<file path="src/sv/efp_pkg.sv">
// Shared constants, types and helper functions for the escape-time fractal pixel block.
// No dependencies; imported by the controller, the datapath and the top level.
package efp_pkg;

  localparam int FRAC_BITS      = 24;
  localparam int COORD_W        = 32;
  localparam int IDX_W          = 10;
  localparam int STEP_W         = 25;
  localparam int RAD_W          = 31;
  localparam int ITER_W         = 12;
  localparam int MAX_ITER_LIMIT = 4095;
  localparam int PROD_W         = 2 * COORD_W;
  localparam int SQ_W           = PROD_W - FRAC_BITS;
  localparam int XY_W           = SQ_W + 1;
  localparam int ACC_W          = XY_W + 1;
  localparam int OFF_W          = IDX_W + STEP_W;
  localparam int REG_W          = 32;
  localparam int ADDR_W         = 5;

  localparam logic [2:0] REG_ORIGIN_X = 3'd0;
  localparam logic [2:0] REG_ORIGIN_Y = 3'd1;
  localparam logic [2:0] REG_STEP_X   = 3'd2;
  localparam logic [2:0] REG_STEP_Y   = 3'd3;
  localparam logic [2:0] REG_RADIUS   = 3'd4;
  localparam logic [2:0] REG_MAX_ITER = 3'd5;

  typedef struct packed {
    logic capture;
    logic scale;
    logic point;
    logic mul;
    logic upd;
    logic finish;
  } efp_cmd_t;

  typedef struct packed {
    logic limit_zero;
    logic escape;
    logic last;
  } efp_status_t;

  function automatic logic signed [COORD_W-1:0] sat_coord(input logic signed [ACC_W-1:0] v);
    logic signed [COORD_W-1:0] r;
    if (v[ACC_W-1:COORD_W-1] == '0 || v[ACC_W-1:COORD_W-1] == '1) begin
      r = v[COORD_W-1:0];
    end else if (v[ACC_W-1]) begin
      r = {1'b1, {(COORD_W-1){1'b0}}};
    end else begin
      r = {1'b0, {(COORD_W-1){1'b1}}};
    end
    return r;
  endfunction

  function automatic logic [ITER_W-1:0] eff_limit(input logic [ITER_W-1:0] m);
    logic [ITER_W-1:0] r;
    if (32'(m) > MAX_ITER_LIMIT) begin
      r = ITER_W'(MAX_ITER_LIMIT);
    end else begin
      r = m;
    end
    return r;
  endfunction

endpackage

</file>
<file path="src/sv/efp_ctrl.sv">
// Sequencing state machine for the fractal pixel block.
// Depends on efp_pkg for the command and status structs.
module efp_ctrl (
  input  logic                clk,
  input  logic                rst,
  input  logic                pixel_valid,
  output logic                pixel_ready,
  input  logic                out_free,
  input  efp_pkg::efp_status_t status,
  output efp_pkg::efp_cmd_t    cmd
);
  import efp_pkg::*;

  typedef enum logic [2:0] {
    S_IDLE,
    S_SCALE,
    S_POINT,
    S_MUL,
    S_UPD,
    S_FINISH
  } state_t;

  state_t state;

  always_ff @(posedge clk) begin
    if (rst) begin
      state <= S_IDLE;
    end else begin
      case (state)
        S_IDLE: begin
          if (pixel_valid) state <= S_SCALE;
        end
        S_SCALE: state <= S_POINT;
        S_POINT: begin
          if (status.limit_zero) state <= S_FINISH;
          else state <= S_MUL;
        end
        S_MUL: state <= S_UPD;
        S_UPD: begin
          if (status.escape || status.last) state <= S_FINISH;
          else state <= S_MUL;
        end
        S_FINISH: begin
          if (out_free) state <= S_IDLE;
        end
        default: state <= S_IDLE;
      endcase
    end
  end

  always_comb begin
    pixel_ready = (state == S_IDLE);
    cmd.capture = (state == S_IDLE) && pixel_valid;
    cmd.scale   = (state == S_SCALE);
    cmd.point   = (state == S_POINT);
    cmd.mul     = (state == S_MUL);
    cmd.upd     = (state == S_UPD);
    cmd.finish  = (state == S_FINISH) && out_free;
  end

endmodule

</file>
<file path="config.mk">
export PLATFORM = sky130hd
export DESIGN_NAME = efp_ctrl
export DESIGN_NICKNAME = d
export VERILOG_FILES = /design/src/sv/efp_pkg.sv /design/src/sv/efp_ctrl.sv
export SDC_FILE = /design/constraint.sdc
export NUM_CORES = 1
export LEC_CHECK = 0
export ABC_AREA = 1
export BUFFER_PORTS_ARGS = -buffer_cell sky130_fd_sc_hd__buf_2
export CAP_MARGIN = 0
export CORE_AREA = 3 3 40 42
export CTS_BUF_LIST = sky130_fd_sc_hd__clkbuf_2
export DETAILED_ROUTE_END_ITERATION = 8
export DIE_AREA = 0 0 43 45
export PLACE_DENSITY_LB_ADDON = 0.2
export RECOVER_POWER = 100
export SYNTH_ARGS = -nofsm -noshare
export SYNTH_HDL_FRONTEND = slang
export SYNTH_SLANG_ARGS = --single-unit
</file>
<file path="constraint.sdc">
create_clock -name clk -period 1.9 [get_ports clk]
set_clock_uncertainty 0.15 [all_clocks]
set_input_delay 0.285 -clock clk [delete_from_list [all_inputs] [get_ports clk]]
set_output_delay 0.285 -clock clk [all_outputs]
set_load 0.02 [all_outputs]
</file>
# Yosys cells after proc, flatten, opt, wreduce, memory -nomap -nowiden
# Index checks and enable logic that the tools add are counted.
[op_classes] n_bitwise=0 n_shift=0 mul=0 mux=5 add_sub_neg=0 reduce_logical=5 div_mod_pow=0 n_lt_le_gt_ge=0 eq_ne=7
[op_table] operator="3-bit one-hot mux with 6 select lines" count=1
[op_table] operator="3-bit two-way mux" count=4
[op_table] operator="3-bit by 2-bit == test with 1-bit output (second input constant)" count=2
[op_table] operator="3-bit == test (second input constant)" count=2
[op_table] operator="2-bit != test (second input constant)" count=2
[op_table] operator="3-bit by 1-bit == test with 1-bit output (second input constant)" count=1
[op_table] operator="3-bit logical NOT" count=1
[op_table] operator="1-bit logical AND" count=2
[op_table] operator="2-bit AND reduction" count=1
[op_table] operator="1-bit logical OR" count=1
[word_totals] memories=0 input_bits=7 ram_bits=0 elab_cells=18 reg_bits=3 out_inout_bits=7 latch_bits=0 romBits=0

# Longest topological paths before layout
[logic_depth] ltp_word=3 depth_mapped=7 depth_no_buf=6

# Least setup slack after synthesis
# Ideal clock, no wire load.
[synth_path] kind="flip-flop to output port" startpoint="reg state[1]" endpoint="out cmd[2] in the netlist's numbering" t_arrival_ns=0.894 required_time_ns=1.465 n_path_buf=0 slack_ns=0.571 path_stages_with_launch=5 cell_sequence="dfxtp_1 > inv_2 > nor2_2 > inv_1 > nor2_1"
[synth_lines] element="from (decl)" line_no="efp_ctrl.sv:23" text="state_t state;"
[synth_lines] element="from (signal assigned)" line_no="efp_ctrl.sv:27" text="state <= S_IDLE;"
[synth_lines] element="from (signal assigned)" line_no="efp_ctrl.sv:31" text="if (pixel_valid) state <= S_SCALE;"
[synth_lines] element="from (signal assigned)" line_no="efp_ctrl.sv:33" text="S_SCALE: state <= S_POINT;"
[synth_lines] element="to (decl)" line_no="efp_ctrl.sv:10" text="output efp_pkg::efp_cmd_t cmd"

==> key figures <==
Outcome
  • Status: complete, no violations

Clock tree
  • CTS tree: done
  • Number of gates resized after CTS: 0
  • Clk slew on worst S/H paths: approximately 40 ps
  • Clock sink count: 3
  • Hold_buf cts: 0
  • Number of buffers created by CTS: 3
  • Clk Tree Root Cell: clkbuf_2
  • Post-CTS Setup Bufs: 0
  • Maximum root-to-sink buffer count: 2
  • # H-tree levels: 1
  • Worst-Skew Late Latency: 200 ps

Worst setup path
  • Crit-path leading delay family: flip-flops
  • CP Cell Sequence: nor2_1 > nand2_1 > inv_1 > clkbuf_1
  • Crit path DAT: between 1000 and 1500 ps
  • Crit path required time: 1460 ps
  • CP bufs+invs: 2
  • Slowest stage delay, CP: around 370 ps
  • CP Max Fanout: 8
  • Crit Path Class: reg2out
  • Slowest cell on the critical path: dfxtp_1
  • Worst setup EP type: output port
  • CP startpoint kind: flip-flop

Global route
  • Vias in the first global route: roughly 260
  • Gr ovfl total: 0
  • Initial antenna violation count: 0
  • Grt met2 use: 10.48%
  • Layer with the highest usage: met2
  • First-pass GRT wire length: a little over 900 um
  • Largest net degree at the start of global routing: 9
  • Met1 Resource Use GR: 7.194%
  • Overall global routing resource usage: 6.401%
  • M3 GR Usage: under 10%

Power
  • Tot Pwr: ~260 uW
  • Peak supply drop: ~0.26 mV
  • Pwr Density: 792.9 nW/um^2
  • Leakage power: approximately 0.2 nW

Logic synthesis
  • EDFF count, synth: 0
  • Yosys top cell area share: between 20 and 25%
  • Dominant synthesized flop cell: dfxtp_1
  • Register area share after synthesis: 24.12%
  • Seq cells post-synth: 3
  • Synth unique cells: 11
  • Largest cells by area after synthesis: dfxtp_1, inv_1, nor2_1
  • Count leader, synth: inv_1
  • Yosys warns: 0
  • Async set-or-reset flop fraction in the synthesized netlist: 0%
  • Synth area leader: dfxtp_1
  • Mapped Cells: 45
  • Syn Area/Cell: 5.533 um^2
  • Post-synth top cells: inv_1, nor2_1, nand2_1, nand3_1, dfxtp_1
  • Mapped Area: around 250 um^2
  • Mapped Nets: 52

Final layout
  • Layout area overhead: 31.16%
  • Filler Cell Count: 162
  • Max reg flops: 3
  • Biggest register: state
  • Area of the multi-input gates: 117.6 um^2
  • FF+latch area: around 60 um^2
  • Post-route cell area: roughly 330 um^2
  • Diode count: 0
  • Layout cells sized above 1: approximately a quarter
  • Non-filler cells, final: 76
  • Fin nets: around 70
  • Biggest regs: state x3

Placed design
  • Post-DP HPWL: roughly 470 um
  • Placed inst area: 321.6 um^2
  • Cells after DPL: between 70 and 80
  • Number of I/O port buffers: 13
  • Gpl congestion: ~0.67

Timing
  • Fin. Hold Viols: 0
  • Final period util: between 80% and 90%
  • Period minus WS final: ~1600 ps
  • Hold slack: 134.1 ps
  • RSZ-0062 raised after global routing: no
  • Max transition margin: 82.02%
  • Post-route setup TNS: 0 ps
  • Worst-Margin Slew: ~270 ps
  • Final Max Tran Viols: 0
  • Setup violations, final: 0
  • F_max: around 0.62 GHz

Die
  • Die Ht: ~45 um
  • I/O Pins: 14
  • Initial Util: roughly a fifth
  • Die area: between 1500 and 2000 um^2
  • Row count: 13
  • Chip width: about 43 um
  • Core area: 1285 um^2

Route
  • Total number of vias: roughly 290
  • Vias per cell: ~3.8
  • DR iter-0 viols: 8
  • DRC: 0
  • Drt first pass iters: 2
  • DR WL/cell: roughly 7.5 um
  • Total wire length: approximately 570 um
  • Final ANT Viol Nets: 0

Worst hold path
  • Hold crit path type: in2reg

Run
  • Max-Cap Viols: 0
## metal layers
layer | routed length [um] | part of all wire [%] | vias to the layer above
met5 | 0 | 0 | -
met4 | 0 | 0 | 0
met3 | 34 | 6.0 | 0
met2 | 256 | 45 | 7
met1 | 278 | 49 | 120
li1 | - | - | 161
## worst paths after layout
check / from / endpoint / slack, ps / cells past startpoint
setup / recovery: state[0]$_SDFFE_PP0P_ / cmd[1] / 280 / 4
setup reg to reg: state[0]$_SDFFE_PP0P_ / state[0]$_SDFFE_PP0P_ / 750 / 4
hold reg to reg: state[1]$_SDFFE_PP0P_ / state[0]$_SDFFE_PP0P_ / 480 / 3
hold / removal: rst / state[0]$_SDFFE_PP0P_ / 130 / 2
## per-stage QoR
step           util, %  setup slack, ps
2_1_floorplan        -            570.9
4_1_cts          26.58            330.8
3_5_place_dp     25.02            556.6
5_1_grt          25.41            139.0
3_3_place_gp     25.02            578.6
6_report         25.41            277.5
## report_power, final
group | internal (mW) | switching [mW]
clock | 0.0555 | 0.0311
sequential | 0.0704 | 0.0113
combinational | 0.0296 | 0.0611
total | 0.156 | 0.103
## layout make-up
cell class | count | area share [%]
Timing Repair Buffer | 13 | 17.62
Inverter | 14 | 16.09
Clock buffer | 4 | 6.130
Multi-Input combinational cell | 27 | 36.02
Tap cell | 15 | 5.747
Sequential cell | 3 | 18.39
## worst register-to-register path: stages, from the launching register on
cell and delay, ps:
dfxtp_1 370, nor2_1 220, nand3_1 110, a21oi_1 150
nor2_1 50
## logic make-up after synthesis
kind of cell	Yosys count	synth area share (%)
simple gates	25	46.23
buf+inv	15	25.63
flops	3	24.12
compound gates	2	4.020
## cell usage in the layout (no fill, tap or decap)
cell type / n
nor2_2: 2
nor2_1: 10
clkbuf_1: 6
clkbuf_2: 4
dfxtp_1: 3
nand2_1: 7
buf_2: 7
nand4_1: 1
a21oi_1: 2
inv_1: 12
inv_2: 2
nand3_1: 5
(Power assumes the default switching activity.)
